===== config.mk =====
export PLATFORM = sky130hd
export DESIGN_NAME = polyline_stitch_resampler_core_flat
export DESIGN_NICKNAME = d
export VERILOG_FILES = /design/src/hdl/psr_pkg.sv /design/src/hdl/psr_if.sv /design/src/hdl/psr_serial_mul.sv /design/src/hdl/psr_serial_div.sv /design/src/hdl/polyline_stitch_resampler_core.sv /design/src/flat_wrapper.sv
export SDC_FILE = /design/constraint.sdc
export NUM_CORES = 2
export LEC_CHECK = 0
export ABC_CLOCK_PERIOD_IN_PS = 23200
export BUFFER_PORTS_ARGS = -buffer_cell sky130_fd_sc_hd__buf_2
export CORE_MARGIN = 3
export CORE_UTILIZATION = 50
export CTS_BUF_LIST = sky130_fd_sc_hd__clkbuf_4
export CTS_CLUSTER_SIZE = 25
export DETAILED_ROUTE_END_ITERATION = 10
export PLACE_DENSITY = 0.73
export SLEW_MARGIN = 40
export SYNTH_ARGS = -nofsm -noshare
export SYNTH_HDL_FRONTEND = slang
export SYNTH_SLANG_ARGS = --single-unit
export TNS_END_PERCENT = 100

===== constraint.sdc =====
create_clock -name clk -period 23.2 [get_ports clk]
set_input_delay 3.48 -clock clk [delete_from_list [all_inputs] [get_ports clk]]
set_output_delay 3.48 -clock clk [all_outputs]
set_load 0.02 [all_outputs]

===== src/hdl/psr_pkg.sv =====
// Package for the polyline stitch resampler: widths, constants, state type.
// No dependencies; every other file depends on it.
package psr_pkg;
  localparam int CoordW   = 24;
  localparam int JumpW    = 23;
  localparam int EpsW     = 12;
  localparam int CfgW     = 23;
  localparam int MaxSteps = 62;
  localparam int DiffW    = CoordW + 1;
  localparam int SqW      = 2 * DiffW;
  localparam int LenW     = DiffW + 1;
  localparam int StepW    = 6;
  localparam int ProdW    = StepW + JumpW + DiffW;
  localparam int ThrW     = JumpW + StepW + 2;

  localparam logic [0:0] CfgJump = 1'b0;
  localparam logic [0:0] CfgEps  = 1'b1;

  typedef enum logic [3:0] {
    ST_IDLE, ST_SQX, ST_SQY, ST_ROOT, ST_JX, ST_JY, ST_CNT, ST_FIRST,
    ST_DIVX, ST_DIVY, ST_EMIT, ST_LAST
  } psr_state_t;

  typedef struct packed {
    logic [CoordW-1:0] x;
    logic [CoordW-1:0] y;
    logic              item_done;
    logic              path_done;
    logic              capped;
    logic              bad;
  } psr_res_t;

  function automatic logic [CoordW-1:0] sat_coord(input logic signed [DiffW+1:0] v);
    logic signed [DiffW+1:0] hi;
    logic signed [DiffW+1:0] lo;
    hi = (DiffW+2)'((64'sd1 <<< (CoordW-1)) - 1);
    lo = -hi - 1;
    if (v > hi) sat_coord = hi[CoordW-1:0];
    else if (v < lo) sat_coord = lo[CoordW-1:0];
    else sat_coord = v[CoordW-1:0];
  endfunction
endpackage


===== src/hdl/psr_if.sv =====
// Valid/ready channel interfaces for the vertex input and the stitch output.
// Depends on psr_pkg for the coordinate width.
interface psr_in_if;
  logic                                valid;
  logic                                ready;
  logic signed [psr_pkg::CoordW-1:0]   point_x;
  logic signed [psr_pkg::CoordW-1:0]   point_y;
  logic                                path_start;
  logic                                path_end;
  modport source (output valid, point_x, point_y, path_start, path_end, input ready);
  modport sink   (input valid, point_x, point_y, path_start, path_end, output ready);
endinterface

interface psr_out_if;
  logic                                valid;
  logic                                ready;
  logic signed [psr_pkg::CoordW-1:0]   stitch_x;
  logic signed [psr_pkg::CoordW-1:0]   stitch_y;
  logic                                item_done;
  logic                                path_done;
  logic                                step_capped;
  logic                                bad_jump;
  modport source (output valid, stitch_x, stitch_y, item_done, path_done, step_capped,
                  bad_jump, input ready);
  modport sink   (input valid, stitch_x, stitch_y, item_done, path_done, step_capped,
                  bad_jump, output ready);
endinterface


===== src/hdl/psr_serial_mul.sv =====
// Bit-serial shift-add multiplier, one multiplier bit per cycle.
// Depends on psr_pkg.
module psr_serial_mul (
  input  logic                      clk,
  input  logic                      rst_n,
  input  logic                      start,
  input  logic [psr_pkg::DiffW-1:0] a,
  input  logic [psr_pkg::DiffW-1:0] b,
  output logic                      busy,
  output logic [psr_pkg::SqW-1:0]   prod
);
  import psr_pkg::*;
  logic [SqW-1:0]   acc_r, mcand_r;
  logic [DiffW-1:0] mplier_r;
  logic [5:0]       cnt_r;
  logic             busy_r;

  // One partial product a cycle, LSB first.
  always_ff @(posedge clk) begin
    if (!rst_n) begin
      busy_r <= 1'b0;
      cnt_r  <= '0;
    end else if (start) begin
      busy_r   <= 1'b1;
      cnt_r    <= 6'(DiffW);
      acc_r    <= '0;
      mcand_r  <= SqW'(a);
      mplier_r <= b;
    end else if (busy_r) begin
      if (mplier_r[0]) acc_r <= acc_r + mcand_r;
      mcand_r  <= mcand_r << 1;
      mplier_r <= mplier_r >> 1;
      cnt_r    <= cnt_r - 6'd1;
      if (cnt_r == 6'd1) busy_r <= 1'b0;
    end
  end

  assign busy = busy_r | start;
  assign prod = acc_r;
endmodule


===== src/hdl/psr_serial_div.sv =====
// Restoring divider, one quotient bit per cycle; also used as a square root unit.
// Depends on psr_pkg.
module psr_serial_div (
  input  logic                      clk,
  input  logic                      rst_n,
  input  logic                      start,
  input  logic                      root,
  input  logic [psr_pkg::ProdW-1:0] num,
  input  logic [psr_pkg::LenW-1:0]  den,
  output logic                      busy,
  output logic [psr_pkg::ProdW-1:0] quo
);
  import psr_pkg::*;
  logic [ProdW-1:0] n_r, q_r;
  logic [ProdW+1:0] rem_r;
  logic [LenW-1:0]  d_r;
  logic [6:0]       cnt_r;
  logic             root_r, busy_r;
  logic [ProdW+1:0] rem_sh, trial;

  // Shift in one (or two for the root) dividend bits and try a subtract.
  always_comb begin
    if (root_r) begin
      rem_sh = {rem_r[ProdW-1:0], n_r[ProdW-1:ProdW-2]};
      trial  = {q_r[ProdW-1:0], 2'b01};
    end else begin
      rem_sh = {rem_r[ProdW:0], n_r[ProdW-1]};
      trial  = (ProdW+2)'(d_r);
    end
  end

  always_ff @(posedge clk) begin
    if (!rst_n) begin
      busy_r <= 1'b0;
      cnt_r  <= '0;
    end else if (start) begin
      busy_r <= 1'b1;
      root_r <= root;
      cnt_r  <= root ? 7'(ProdW/2) : 7'(ProdW);
      n_r    <= num;
      d_r    <= den;
      q_r    <= '0;
      rem_r  <= '0;
    end else if (busy_r) begin
      n_r <= root_r ? (n_r << 2) : (n_r << 1);
      if (rem_sh >= trial) begin
        rem_r <= rem_sh - trial;
        q_r   <= {q_r[ProdW-2:0], 1'b1};
      end else begin
        rem_r <= rem_sh;
        q_r   <= {q_r[ProdW-2:0], 1'b0};
      end
      cnt_r <= cnt_r - 7'd1;
      if (cnt_r == 7'd1) busy_r <= 1'b0;
    end
  end

  assign busy = busy_r | start;
  assign quo  = q_r;
endmodule


===== src/hdl/polyline_stitch_resampler_core.sv =====
// Polyline stitch resampler. Vertices are taken one request at a time and the block
// stays busy until every stitch of the current vertex has been loaded into the result
// register; a request is only taken while the result register is empty or being
// emptied. A start vertex, a single-vertex path and a bad-jump vertex finish in the
// accept cycle. A segment vertex runs on one shared bit-serial multiplier and one
// bit-serial divider that also serves as the square root unit: the two squares, the
// root and the two jump products come first, then the stitch count, and each
// intermediate stitch needs two quotients before it is sent. A receiver that holds a
// result stalls the block. Configuration may only be written while the block is idle.
// Depends on psr_pkg, psr_if, psr_serial_mul and psr_serial_div.
module polyline_stitch_resampler_core (
  input  logic                           clk,
  input  logic                           rst_n,
  psr_in_if.sink                         in_ch,
  psr_out_if.source                      out_ch,
  input  logic                           cfg_we,
  input  logic [0:0]                     cfg_index,
  input  logic [psr_pkg::CfgW-1:0]       cfg_data
);
  import psr_pkg::*;

  psr_state_t st_r, st_nxt;
  logic [JumpW-1:0]  jump_r;
  logic [EpsW-1:0]   eps_r;
  logic [CoordW-1:0] prev_x_r, prev_y_r, base_x_r, base_y_r, cur_x_r, cur_y_r;
  logic              have_prev_r, pe_r, nx_r, ny_r, capped_r, issued_r;
  logic [DiffW-1:0]  ax_r, ay_r, qx_r;
  logic [SqW-1:0]    sum_r, jax_r, jay_r;
  logic [LenW-1:0]   len_r;
  logic [StepW:0]    k_r, count_r;
  logic [ThrW-1:0]   thr_r;
  logic [ProdW-1:0]  px_r, py_r;
  psr_res_t          res_r, res_nxt;
  logic              ovalid_r, res_load;

  logic              in_acc, out_free, unit_done, bad_w, start_w;
  logic              mul_start, mul_busy, div_start, div_busy, div_root;
  logic [DiffW-1:0]  mul_a, mul_b;
  logic [SqW-1:0]    mul_p;
  logic [ProdW-1:0]  div_num, div_q;
  logic [LenW-1:0]   div_den;
  logic              cnt_more, step_more;

  logic signed [DiffW:0]   dxw, dyw;
  logic [DiffW-1:0]        axw, ayw;
  logic signed [DiffW+1:0] offx_w, offy_w, stx_w, sty_w;

  assign out_free    = !ovalid_r || out_ch.ready;
  assign in_ch.ready = (st_r == ST_IDLE) && out_free;
  assign in_acc      = in_ch.valid && in_ch.ready;
  assign bad_w       = jump_r < JumpW'(eps_r);
  assign start_w     = in_ch.path_start || !have_prev_r;
  assign unit_done   = issued_r && !mul_busy && !div_busy;

  // Configuration registers.
  always_ff @(posedge clk) begin
    if (!rst_n) begin
      jump_r <= JumpW'(12288);
      eps_r  <= EpsW'(1);
    end else if (cfg_we) begin
      if (cfg_index == CfgJump) jump_r <= cfg_data[JumpW-1:0];
      else eps_r <= cfg_data[EpsW-1:0];
    end
  end

  // Shared serial units.
  psr_serial_mul u_mul (.clk, .rst_n, .start(mul_start), .a(mul_a), .b(mul_b),
                        .busy(mul_busy), .prod(mul_p));
  psr_serial_div u_div (.clk, .rst_n, .start(div_start), .root(div_root), .num(div_num),
                        .den(div_den), .busy(div_busy), .quo(div_q));

  // Segment deltas against the stored vertex.
  always_comb begin
    dxw = (DiffW+1)'($signed(in_ch.point_x)) - (DiffW+1)'($signed(prev_x_r));
    dyw = (DiffW+1)'($signed(in_ch.point_y)) - (DiffW+1)'($signed(prev_y_r));
    axw = dxw[DiffW] ? DiffW'(-dxw) : dxw[DiffW-1:0];
    ayw = dyw[DiffW] ? DiffW'(-dyw) : dyw[DiffW-1:0];
  end

  // Stitch coordinates: base vertex plus the signed, rounded offset.
  always_comb begin
    offx_w = $signed({2'b00, qx_r});
    offy_w = $signed({2'b00, div_q[DiffW-1:0]});
    stx_w  = (DiffW+2)'($signed(base_x_r)) + (nx_r ? -offx_w : offx_w);
    sty_w  = (DiffW+2)'($signed(base_y_r)) + (ny_r ? -offy_w : offy_w);
  end

  // Threshold compare: stitch k exists while len > eps + k*jump, up to the cap.
  assign cnt_more  = (ThrW'(len_r) > thr_r);
  assign step_more = cnt_more && (k_r <= (StepW+1)'(MaxSteps));

  // Sequencer transitions.
  always_comb begin
    st_nxt = st_r;
    unique case (st_r)
      ST_IDLE:  if (in_acc && !bad_w && !start_w) st_nxt = ST_SQX;
      ST_SQX:   if (unit_done) st_nxt = ST_SQY;
      ST_SQY:   if (unit_done) st_nxt = ST_ROOT;
      ST_ROOT:  if (unit_done) st_nxt = ST_JX;
      ST_JX:    if (unit_done) st_nxt = ST_JY;
      ST_JY:    if (unit_done) st_nxt = ST_CNT;
      ST_CNT:   if (!step_more) st_nxt = ST_FIRST;
      ST_FIRST: if (out_free) begin
        if (count_r != '0) st_nxt = ST_DIVX;
        else st_nxt = pe_r ? ST_LAST : ST_IDLE;
      end
      ST_DIVX:  if (unit_done) st_nxt = ST_DIVY;
      ST_DIVY:  if (unit_done) st_nxt = ST_EMIT;
      ST_EMIT:  if (out_free) begin
        if (k_r != count_r) st_nxt = ST_DIVX;
        else st_nxt = pe_r ? ST_LAST : ST_IDLE;
      end
      ST_LAST:  if (out_free) st_nxt = ST_IDLE;
      default:  st_nxt = ST_IDLE;
    endcase
  end

  // Unit launches and result loads.
  always_comb begin
    mul_start = 1'b0; div_start = 1'b0; div_root = 1'b0;
    mul_a = ax_r; mul_b = ax_r; div_num = px_r; div_den = len_r;
    res_load = 1'b0; res_nxt = res_r;
    unique case (st_r)
      ST_IDLE: if (in_acc) begin
        if (bad_w) begin
          res_load = 1'b1;
          res_nxt = '{x:'0, y:'0, item_done:1'b1, path_done:in_ch.path_end,
                      capped:1'b0, bad:1'b1};
        end else if (start_w && in_ch.path_end) begin
          res_load = 1'b1;
          res_nxt = '{x:in_ch.point_x, y:in_ch.point_y, item_done:1'b1,
                      path_done:1'b1, capped:1'b0, bad:1'b0};
        end
      end
      ST_SQX:  mul_start = !issued_r;
      ST_SQY: begin
        mul_start = !issued_r;
        mul_a = ay_r; mul_b = ay_r;
      end
      ST_ROOT: begin
        div_start = !issued_r; div_root = 1'b1;
        div_num = ProdW'(sum_r);
      end
      ST_JX: begin
        mul_start = !issued_r;
        mul_b = DiffW'(jump_r);
      end
      ST_JY: begin
        mul_start = !issued_r;
        mul_a = ay_r; mul_b = DiffW'(jump_r);
      end
      ST_CNT: ;
      ST_FIRST: if (out_free) begin
        res_load = 1'b1;
        res_nxt = '{x:base_x_r, y:base_y_r, item_done:(count_r == '0) && !pe_r,
                    path_done:1'b0, capped:capped_r, bad:1'b0};
      end
      ST_DIVX: div_start = !issued_r;
      ST_DIVY: begin
        div_start = !issued_r;
        div_num = py_r;
      end
      ST_EMIT: if (out_free) begin
        res_load = 1'b1;
        res_nxt = '{x:sat_coord(stx_w), y:sat_coord(sty_w),
                    item_done:(k_r == count_r) && !pe_r, path_done:1'b0,
                    capped:capped_r, bad:1'b0};
      end
      ST_LAST: if (out_free) begin
        res_load = 1'b1;
        res_nxt = '{x:cur_x_r, y:cur_y_r, item_done:1'b1, path_done:1'b1,
                    capped:capped_r, bad:1'b0};
      end
      default: ;
    endcase
  end

  // Control, state and datapath registers.
  always_ff @(posedge clk) begin
    if (!rst_n) begin
      st_r <= ST_IDLE; have_prev_r <= 1'b0; ovalid_r <= 1'b0; issued_r <= 1'b0;
      prev_x_r <= '0; prev_y_r <= '0; count_r <= '0;
    end else begin
      st_r     <= st_nxt;
      ovalid_r <= res_load || (ovalid_r && !out_ch.ready);
      issued_r <= (issued_r && !unit_done) || mul_start || div_start;
      if (res_load) res_r <= res_nxt;
      unique case (st_r)
        ST_IDLE: if (in_acc) begin
          prev_x_r <= in_ch.point_x; prev_y_r <= in_ch.point_y;
          have_prev_r <= !in_ch.path_end;
          base_x_r <= prev_x_r; base_y_r <= prev_y_r;
          cur_x_r <= in_ch.point_x; cur_y_r <= in_ch.point_y; pe_r <= in_ch.path_end;
          ax_r <= axw; ay_r <= ayw; nx_r <= dxw[DiffW]; ny_r <= dyw[DiffW];
          k_r <= (StepW+1)'(1); count_r <= '0;
          thr_r <= ThrW'(eps_r) + ThrW'(jump_r);
        end
        ST_SQX:  if (unit_done) sum_r <= mul_p;
        ST_SQY:  if (unit_done) sum_r <= sum_r + mul_p;
        ST_ROOT: if (unit_done) len_r <= div_q[LenW-1:0];
        ST_JX:   if (unit_done) jax_r <= mul_p;
        ST_JY:   if (unit_done) jay_r <= mul_p;
        ST_CNT: begin
          if (step_more) begin
            count_r <= k_r; k_r <= k_r + (StepW+1)'(1);
            thr_r <= thr_r + ThrW'(jump_r);
          end else begin
            // Past the cap a stitch that would still exist marks the segment.
            capped_r <= cnt_more;
            k_r <= (StepW+1)'(1);
            px_r <= ProdW'(jax_r) + ProdW'(len_r >> 1);
            py_r <= ProdW'(jay_r) + ProdW'(len_r >> 1);
          end
        end
        ST_FIRST: ;
        ST_DIVX: if (unit_done) qx_r <= div_q[DiffW-1:0];
        ST_DIVY: ;
        ST_EMIT: if (out_free) begin
          k_r <= k_r + (StepW+1)'(1);
          px_r <= px_r + ProdW'(jax_r);
          py_r <= py_r + ProdW'(jay_r);
        end
        ST_LAST: ;
        default: ;
      endcase
    end
  end

  assign out_ch.valid       = ovalid_r;
  assign out_ch.stitch_x    = res_r.x;
  assign out_ch.stitch_y    = res_r.y;
  assign out_ch.item_done   = res_r.item_done;
  assign out_ch.path_done   = res_r.path_done;
  assign out_ch.step_capped = res_r.capped;
  assign out_ch.bad_jump    = res_r.bad;

  // A held result stays valid and unchanged until it is taken.
  a_hold: assert property (@(posedge clk) disable iff (!rst_n)
    out_ch.valid && !out_ch.ready |=> out_ch.valid) else $error("result dropped");
  a_stable: assert property (@(posedge clk) disable iff (!rst_n)
    out_ch.valid && !out_ch.ready |=> $stable(res_r)) else $error("held result changed");
  a_busy: assert property (@(posedge clk) disable iff (!rst_n)
    st_r != ST_IDLE |-> !in_ch.ready) else $error("input taken while busy");
  a_cap: assert property (@(posedge clk) disable iff (!rst_n)
    count_r <= (StepW+1)'(MaxSteps)) else $error("stitch count beyond cap");
endmodule


===== src/flat_wrapper.sv =====
// flat-port wrapper written by rule: the top's interface ports become plain ports
module polyline_stitch_resampler_core_flat import psr_pkg::*;
  (clk, rst_n, cfg_we, cfg_index, cfg_data, in_ch_valid, in_ch_point_x, in_ch_point_y, in_ch_path_start, in_ch_path_end, in_ch_ready, out_ch_valid, out_ch_stitch_x, out_ch_stitch_y, out_ch_item_done, out_ch_path_done, out_ch_step_capped, out_ch_bad_jump, out_ch_ready);
  psr_in_if in_ch_i ();
  psr_out_if out_ch_i ();
  input  logic clk;
  input  logic rst_n;
  input  logic cfg_we;
  input  logic [0:0] cfg_index;
  input  logic [psr_pkg::CfgW-1:0] cfg_data;
  input wire logic [$bits(in_ch_i.valid)-1:0] in_ch_valid;
  input wire logic [$bits(in_ch_i.point_x)-1:0] in_ch_point_x;
  input wire logic [$bits(in_ch_i.point_y)-1:0] in_ch_point_y;
  input wire logic [$bits(in_ch_i.path_start)-1:0] in_ch_path_start;
  input wire logic [$bits(in_ch_i.path_end)-1:0] in_ch_path_end;
  output wire logic [$bits(in_ch_i.ready)-1:0] in_ch_ready;
  output wire logic [$bits(out_ch_i.valid)-1:0] out_ch_valid;
  output wire logic [$bits(out_ch_i.stitch_x)-1:0] out_ch_stitch_x;
  output wire logic [$bits(out_ch_i.stitch_y)-1:0] out_ch_stitch_y;
  output wire logic [$bits(out_ch_i.item_done)-1:0] out_ch_item_done;
  output wire logic [$bits(out_ch_i.path_done)-1:0] out_ch_path_done;
  output wire logic [$bits(out_ch_i.step_capped)-1:0] out_ch_step_capped;
  output wire logic [$bits(out_ch_i.bad_jump)-1:0] out_ch_bad_jump;
  input wire logic [$bits(out_ch_i.ready)-1:0] out_ch_ready;
  assign in_ch_i.valid = in_ch_valid;
  assign in_ch_i.point_x = in_ch_point_x;
  assign in_ch_i.point_y = in_ch_point_y;
  assign in_ch_i.path_start = in_ch_path_start;
  assign in_ch_i.path_end = in_ch_path_end;
  assign in_ch_ready = in_ch_i.ready;
  assign out_ch_valid = out_ch_i.valid;
  assign out_ch_stitch_x = out_ch_i.stitch_x;
  assign out_ch_stitch_y = out_ch_i.stitch_y;
  assign out_ch_item_done = out_ch_i.item_done;
  assign out_ch_path_done = out_ch_i.path_done;
  assign out_ch_step_capped = out_ch_i.step_capped;
  assign out_ch_bad_jump = out_ch_i.bad_jump;
  assign out_ch_i.ready = out_ch_ready;
  polyline_stitch_resampler_core u_core (.clk(clk), .rst_n(rst_n), .in_ch(in_ch_i), .out_ch(out_ch_i), .cfg_we(cfg_we), .cfg_index(cfg_index), .cfg_data(cfg_data));
endmodule

After elaboration in Yosys (flattened, before gate mapping)
Index checks and enable logic that the tools add are counted.
{"block": "op_classes", "order_cmp": 8, "shift": 0, "n_div": 0, "muxes": 87, "multipliers": 0, "bitwise": 5, "n_eq_ne": 30, "n_addsub": 20, "reduce_logical": 65}
{"op": "54-bit two-way mux", "n": 8}
{"op": "54-bit one-hot mux with 2 select lines", "n": 3}
{"op": "52-bit two-way mux", "n": 6}
{"op": "50-bit two-way mux", "n": 5}
{"op": "52-bit one-hot mux with 4 select lines", "n": 1}
{"op": "25-bit two-way mux", "n": 6}
{"op": "56-bit two-way mux", "n": 2}
{"op": "55-bit two-way mux", "n": 2}
{"op": "54-bit by 50-bit adder with 54-bit output", "n": 2}
{"op": "50-bit by 25-bit adder with 51-bit output", "n": 2}
{"op": "50-bit adder", "n": 2}
{"op": "50-bit one-hot mux with 2 select lines", "n": 1}
{"op": "24-bit two-way mux", "n": 4}
{"op": "31-bit two-way mux", "n": 2}
{"op": "31-bit one-hot mux with 2 select lines", "n": 1}
{"op": "4-bit two-way mux", "n": 15}
{"op": "56-bit greater-or-equal comparator", "n": 1}
{"op": "55-bit subtractor", "n": 1}
{"op": "24-bit by 27-bit adder with 27-bit output", "n": 2}
{"op": "27-bit by 24-bit > comparator with 1-bit output (second input constant)", "n": 2}
{"op": "27-bit by 24-bit less-than comparator with 1-bit output (second input constant)", "n": 2}
{"op": "27-bit two-way mux", "n": 2}
{"op": "25-bit negation with 27-bit output", "n": 2}
{"op": "25-bit negation", "n": 2}
{"op": "48 further kinds", "n": 139}
{"block": "word_totals", "ramBits": 0, "mem_bits_ro": 0, "n_memories": 0, "latchBits": 0, "ff_bits": 976, "input_bits": 79, "output_inout_bits": 54, "elab_cells": 263}

Longest topological paths before layout
{"block": "depth", "depth_word": 11, "depth_mapped": 20, "ltp_nobuf": 19}

Cells and area by module
Synthesis repeated with hierarchy kept, for this count alone.
{"block": "unflattened", "cells_unflattened": 6878, "hier_area_um2": 67115.6}
{"module": "polyline_stitch_resampler_core", "instances": 1, "area_each_um2": 46454.6, "seq_area_each_um2": 18427.7, "cells_per_inst": 4965}
{"module": "psr_serial_div", "instances": 1, "area_each_um2": 12633.4, "seq_area_each_um2": 5865.6, "cells_per_inst": 1186}
{"module": "psr_serial_mul", "instances": 1, "area_each_um2": 8027.7, "seq_area_each_um2": 3893.7, "cells_per_inst": 727}

Worst setup path before layout
No wires, ideal clock.
{"block": "synth_timing", "path_type": "input -> register", "start": "input port out_ch_ready", "end": "register u_core.ax_r[0], enable pin", "setup_ns": 0.660, "n_path_buf": 1, "stages": 5, "arrival_ns": 10.427, "path_slack_ns": 12.112, "t_required_ns": 22.540, "cell_sequence": "nor2b_1 nor2_1 nand2_1 clkbuf_1 nor2_1"}
{"block": "synth_via", "elab_chain_cells": 4}
{"item": "start: declaration", "line_no": "flat_wrapper.sv:24", "rtl": "input wire logic [$bits(out_ch_i.ready)-1:0] out_ch_ready;"}
{"item": "1-bit logical OR", "line_no": "polyline_stitch_resampler_core.sv:48", "rtl": "assign out_free = !ovalid_r || out_ch.ready;"}
{"item": "1-bit logical AND", "line_no": "polyline_stitch_resampler_core.sv:49", "rtl": "assign in_ch.ready = (st_r == ST_IDLE) && out_free;"}
{"item": "net in_ch_ready", "line_no": "flat_wrapper.sv:16", "rtl": "output wire logic [$bits(in_ch_i.ready)-1:0] in_ch_ready;"}
{"item": "1-bit logical AND", "line_no": "polyline_stitch_resampler_core.sv:50", "rtl": "assign in_acc = in_ch.valid && in_ch.ready;"}
{"item": "3-bit AND reduction (no source line)"}
{"item": "end signal: assignment", "line_no": "polyline_stitch_resampler_core.sv:194", "rtl": "ax_r <= axw; ay_r <= ayw; nx_r <= dxw[DiffW]; ny_r <= dyw[DiffW];"}
{"item": "end: declaration", "line_no": "polyline_stitch_resampler_core.sv:27", "rtl": "logic [DiffW-1:0] ax_r, ay_r, qx_r;"}
The timed path passes the listed nets, and every way through them passes these cells.
A chain may end at the register's enable or synchronous reset.

Worst setup path in the final report
{"block": "layout_timing", "start": "input port out_ch_ready", "end": "output port in_ch_ready"}
{"block": "layout_via", "elab_chain_cells": 2}
{"item": "1-bit logical OR", "line_no": "polyline_stitch_resampler_core.sv:48"}
{"item": "1-bit logical AND", "line_no": "polyline_stitch_resampler_core.sv:49"}
{"item": "end: declaration", "line_no": "flat_wrapper.sv:16"}
No other way between the ends.

==> run_summary.xml <==
<?xml version="1.0" encoding="UTF-8"?>
<metrics>
  <group name="floorplanning">
    <metric name="core_region" unit="um^2">134000</metric>
    <metric name="rows" unit="">134</metric>
    <metric name="die_h" unit="um">373</metric>
    <metric name="die_w" unit="um">373</metric>
    <metric name="ioPinCount" unit="">133</metric>
    <metric name="initial_core_util" unit="%">50.4</metric>
    <metric name="dieArea" unit="um^2">139000</metric>
  </group>
  <group name="global_routing">
    <metric name="global_route_wire_length_before_repair" unit="mm">303</metric>
    <metric name="grt_max_degree" unit="">137</metric>
    <metric name="antenna_found_initial" unit="">14</metric>
    <metric name="overall_overflow_remaining_after_global_route" unit="">0</metric>
    <metric name="number_of_global_route_vias_before_repair" unit="">53152</metric>
    <metric name="tot_gr_track_use" unit="%">27.5</metric>
  </group>
  <group name="timing">
    <metric name="slew_headroom" unit="%">40.1</metric>
    <metric name="unrepaired_setup_endpoints_after_global_routing" unit="">false</metric>
    <metric name="slew_of_the_pin_with_the_lowest_slew_margin" unit="ps">898</metric>
    <metric name="max_freq" unit="MHz">130</metric>
    <metric name="timing.final.hold_violations" unit="">0</metric>
    <metric name="finalSetupViolations" unit="">0</metric>
    <metric name="fin_skew" unit="ps">118</metric>
    <metric name="fin_crit" unit="ps">7670</metric>
    <metric name="setup_tns" unit="ps">0</metric>
    <metric name="min_period_over_period" unit="%">33.1</metric>
    <metric name="slew_violations" unit="">0</metric>
  </group>
  <group name="placement">
    <metric name="port_buffers" unit="">132</metric>
    <metric name="routabilityCongestion" unit="">0.976</metric>
    <metric name="place_hpwl" unit="mm">146</metric>
  </group>
  <group name="synthesis">
    <metric name="mappedNetlistArea" unit="um^2">67300</metric>
    <metric name="post_synth.cell_area_avg" unit="um^2">9.56</metric>
    <metric name="synthesis.nets" unit="">7629</metric>
    <metric name="synth_cell_types" unit="">94</metric>
    <metric name="ys_dominant_reg_cell" unit="">sky130_fd_sc_hd__edfxtp_1</metric>
    <metric name="synth_seq_cells" unit="">976</metric>
    <metric name="number_of_synthesized_flops_with_an_enable_pin" unit="">864</metric>
    <metric name="synth_sequential_area_ratio" unit="%">41.9</metric>
    <metric name="asyncSetResetFlopFracSynth" unit="%">0</metric>
    <metric name="post_synth_inst_count" unit="">7044</metric>
    <metric name="yosysWarnings" unit="">0</metric>
  </group>
  <group name="final_layout">
    <metric name="final.fill_count" unit="">11790</metric>
    <metric name="ff_latch_area" unit="um^2">28200</metric>
    <metric name="multi_input_area" unit="um^2">37200</metric>
    <metric name="most-common-layout-cells" unit="">sky130_fd_sc_hd__edfxtp_1 (864), sky130_fd_sc_hd__nand2_1 (784), sky130_fd_sc_hd__a21oi_1 (679)</metric>
    <metric name="drive_gt1_share" unit="%">11.0</metric>
    <metric name="areaGrowthSynthToFinish" unit="%">8.93</metric>
    <metric name="layout_commonest_cell" unit="">sky130_fd_sc_hd__edfxtp_1</metric>
    <metric name="final_nets" unit="">7810</metric>
  </group>
  <group name="status">
    <metric name="run_status" unit="">finished, final reports clean</metric>
  </group>
  <group name="drt">
    <metric name="vias" unit="">57116</metric>
    <metric name="drt-initial-drc-count" unit="">5964</metric>
    <metric name="ant_nets" unit="">0</metric>
    <metric name="avgViaCountPerCell" unit="">6.21</metric>
    <metric name="post_drt_wl_per_cell" unit="um">21.7</metric>
    <metric name="drtPass1Iterations" unit="">8</metric>
    <metric name="drc_errors" unit="">0</metric>
    <metric name="routed_wirelength" unit="mm">199</metric>
  </group>
  <group name="pwr">
    <metric name="vdd_ir_drop_max" unit="mV">0.0567</metric>
    <metric name="leakage" unit="nW">28.2</metric>
    <metric name="power_density" unit="nW/um^2">101</metric>
    <metric name="power.total" unit="W">0.00743</metric>
  </group>
  <group name="setup_path">
    <metric name="critical_path_arrival" unit="ps">4190</metric>
    <metric name="worst_r2r_path_depth" unit="">15</metric>
    <metric name="endpoint_kind" unit="">output pin</metric>
    <metric name="regToRegSetupSlack" unit="ps">17410</metric>
    <metric name="crit_required" unit="ps">19720</metric>
    <metric name="timing.setup.critical_path_class" unit="">input pin to output pin</metric>
    <metric name="worst_setup_ep" unit="">in_ch_ready</metric>
    <metric name="maximum_fanout_along_the_worst_path" unit="">3</metric>
    <metric name="worstReg2RegStart" unit="">u_core.qx_r[9]$_DFFE_PP_</metric>
    <metric name="timing.rr.end" unit="">u_core.out_ch.stitch_x[18]$_DFFE_PP_</metric>
    <metric name="critPathLaunchType" unit="">input pin</metric>
    <metric name="critical_path_start" unit="">out_ch_ready</metric>
  </group>
  <group name="clocking">
    <metric name="tritoncts_clock_tree" unit="">done</metric>
    <metric name="cts_made_buffers" unit="">291</metric>
    <metric name="clock_path_buffers" unit="">4</metric>
    <metric name="cts_htree_levels" unit="">5</metric>
    <metric name="ctsResizeCount" unit="">0</metric>
    <metric name="postCtsHoldBufs" unit="">0</metric>
    <metric name="post-cts-setup-buffer-count" unit="">0</metric>
    <metric name="clk_pin_slew_worst_paths" unit="ps">60</metric>
    <metric name="clock-sinks" unit="">976</metric>
    <metric name="worstSkewPairLatency" unit="ps">1240</metric>
    <metric name="clock-root-buffer" unit="">sky130_fd_sc_hd__clkbuf_4</metric>
  </group>
  <group name="run">
    <metric name="drv_cap" unit="">0</metric>
  </group>
  <group name="hold_path">
    <metric name="worst_hold_path.num_cells" unit="">0</metric>
    <metric name="timing.hold.worst.class" unit="">flop to flop</metric>
  </group>
</metrics>
area by class of cell:
type | instances | area share (%)
timing repair buffer | 191 | 1.65
clock buffer | 417 | 4.27
inverter | 261 | 1.35
multi-input combinational | 5504 | 50.7
tap | 1768 | 3.02
antenna | 10 | 0.0341
clock inverter | 68 | 0.551
sequential | 976 | 38.4
sequential cells by signal, summed over array words and instances, names as in the netlist, 31 cells and up:
register / count
u_core.jax_r: 50
u_core.jay_r: 50
u_core.px_r: 54
u_core.py_r: 54
u_core.sum_r: 50
u_core.thr_r: 31
u_core.u_div.n_r: 54
u_core.u_div.quo: 54
u_core.u_div.rem_r: 55
u_core.u_mul.mcand_r: 50
u_core.u_mul.prod: 50
cells by family after synthesis:
family,share of synthesized area [%]
buffers and inverters,3.19
adder cells (fa/ha/maj),9.55
XOR/XNOR,6.93
AO/OA/AOI/OAI,20.9
AND/OR/NAND/NOR,14.5
flip-flops,41.9
multiplexers,3.03
where the power goes:
part / leakage [nW] / internal [W] / switching, W / total, W
clock: 2.13 / 0.000877 / 0.000766 / 0.00164
combinational: 17.2 / 0.00120 / 0.00188 / 0.00308
sequential: 8.81 / 0.00241 / 0.000300 / 0.00271
total: 28.2 / 0.00448 / 0.00295 / 0.00743
synth_stat cells (33+ instances only):
cell / n / area [um^2]
sky130_fd_sc_hd__a211oi_1: 132 / 991
sky130_fd_sc_hd__a21o_1: 221 / 1660
sky130_fd_sc_hd__a21oi_1: 683 / 3420
sky130_fd_sc_hd__a22o_1: 50 / 438
sky130_fd_sc_hd__a22oi_1: 35 / 263
sky130_fd_sc_hd__a31oi_1: 87 / 544
sky130_fd_sc_hd__and2_1: 118 / 738
sky130_fd_sc_hd__and3_1: 69 / 432
sky130_fd_sc_hd__buf_1: 34 / 128
sky130_fd_sc_hd__clkbuf_1: 260 / 976
sky130_fd_sc_hd__dfxtp_1: 112 / 2240
sky130_fd_sc_hd__edfxtp_1: 864 / 25900
sky130_fd_sc_hd__ha_1: 493 / 6170
sky130_fd_sc_hd__inv_1: 259 / 972
sky130_fd_sc_hd__mux2_2: 64 / 721
sky130_fd_sc_hd__mux2i_1: 132 / 1320
sky130_fd_sc_hd__nand2_1: 789 / 2960
sky130_fd_sc_hd__nand2b_1: 67 / 419
sky130_fd_sc_hd__nand3_1: 143 / 716
sky130_fd_sc_hd__nand4_1: 74 / 463
sky130_fd_sc_hd__nor2_1: 454 / 1700
sky130_fd_sc_hd__nor2b_1: 61 / 382
sky130_fd_sc_hd__nor3_1: 113 / 566
sky130_fd_sc_hd__nor4_1: 33 / 206
sky130_fd_sc_hd__o211ai_1: 59 / 443
sky130_fd_sc_hd__o21a_1: 79 / 593
sky130_fd_sc_hd__o21ai_0: 450 / 2250
sky130_fd_sc_hd__o21bai_1: 63 / 473
sky130_fd_sc_hd__o31ai_1: 52 / 390
sky130_fd_sc_hd__or3_1: 38 / 238
sky130_fd_sc_hd__xnor2_1: 344 / 3010
sky130_fd_sc_hd__xor2_1: 189 / 1660
stage by stage:
step	cell area [um^2]	utilization (%)	worst slack [ps]	instances	hold WS, ps
after floorplan	67300	-	12110	7044	426
after global placement	69600	52.1	15570	8692	441
after detailed placement	69700	52.2	15540	8697	448
after CTS	73300	54.8	15540	9182	404
after global routing	73400	54.9	15450	9193	413
final	73400	54.9	15530	9195	405
critical path: stages:
cell                      delay [ps]
sky130_fd_sc_hd__buf_2           100
sky130_fd_sc_hd__nor2b_1         310
sky130_fd_sc_hd__nor2_1          120
sky130_fd_sc_hd__buf_2           180
metal layers:
metal  up-vias  track usage (%)  share of wire (%)
met1     27293             39.4                 43
met2      2572             40.1                 42
li1      26802                -                  -
met3       437             6.01                 11
met5         -                0              0.031
met4        12             11.8                4.0
worst min-delay path by stage:
stage | start | endpoint | slack, ps
after CTS | u_core.prev_x_r[7]$_SDFFE_PN0P_ | u_core.base_x_r[7]$_DFFE_PP_ | 400
after global routing | u_core.prev_x_r[7]$_SDFFE_PN0P_ | u_core.base_x_r[7]$_DFFE_PP_ | 410
final | u_core.prev_x_r[7]$_SDFFE_PN0P_ | u_core.base_x_r[7]$_DFFE_PP_ | 410
after detailed placement | u_core.prev_x_r[13]$_SDFFE_PN0P_ | u_core.base_x_r[13]$_DFFE_PP_ | 450
after floorplan | u_core.div_den[0]$_DFFE_PP_ | u_core.u_div.d_r[0]$_DFFE_PP_ | 430
after global placement | u_core.prev_x_r[12]$_SDFFE_PN0P_ | u_core.base_x_r[12]$_DFFE_PP_ | 440
(Power assumes the default switching activity.)
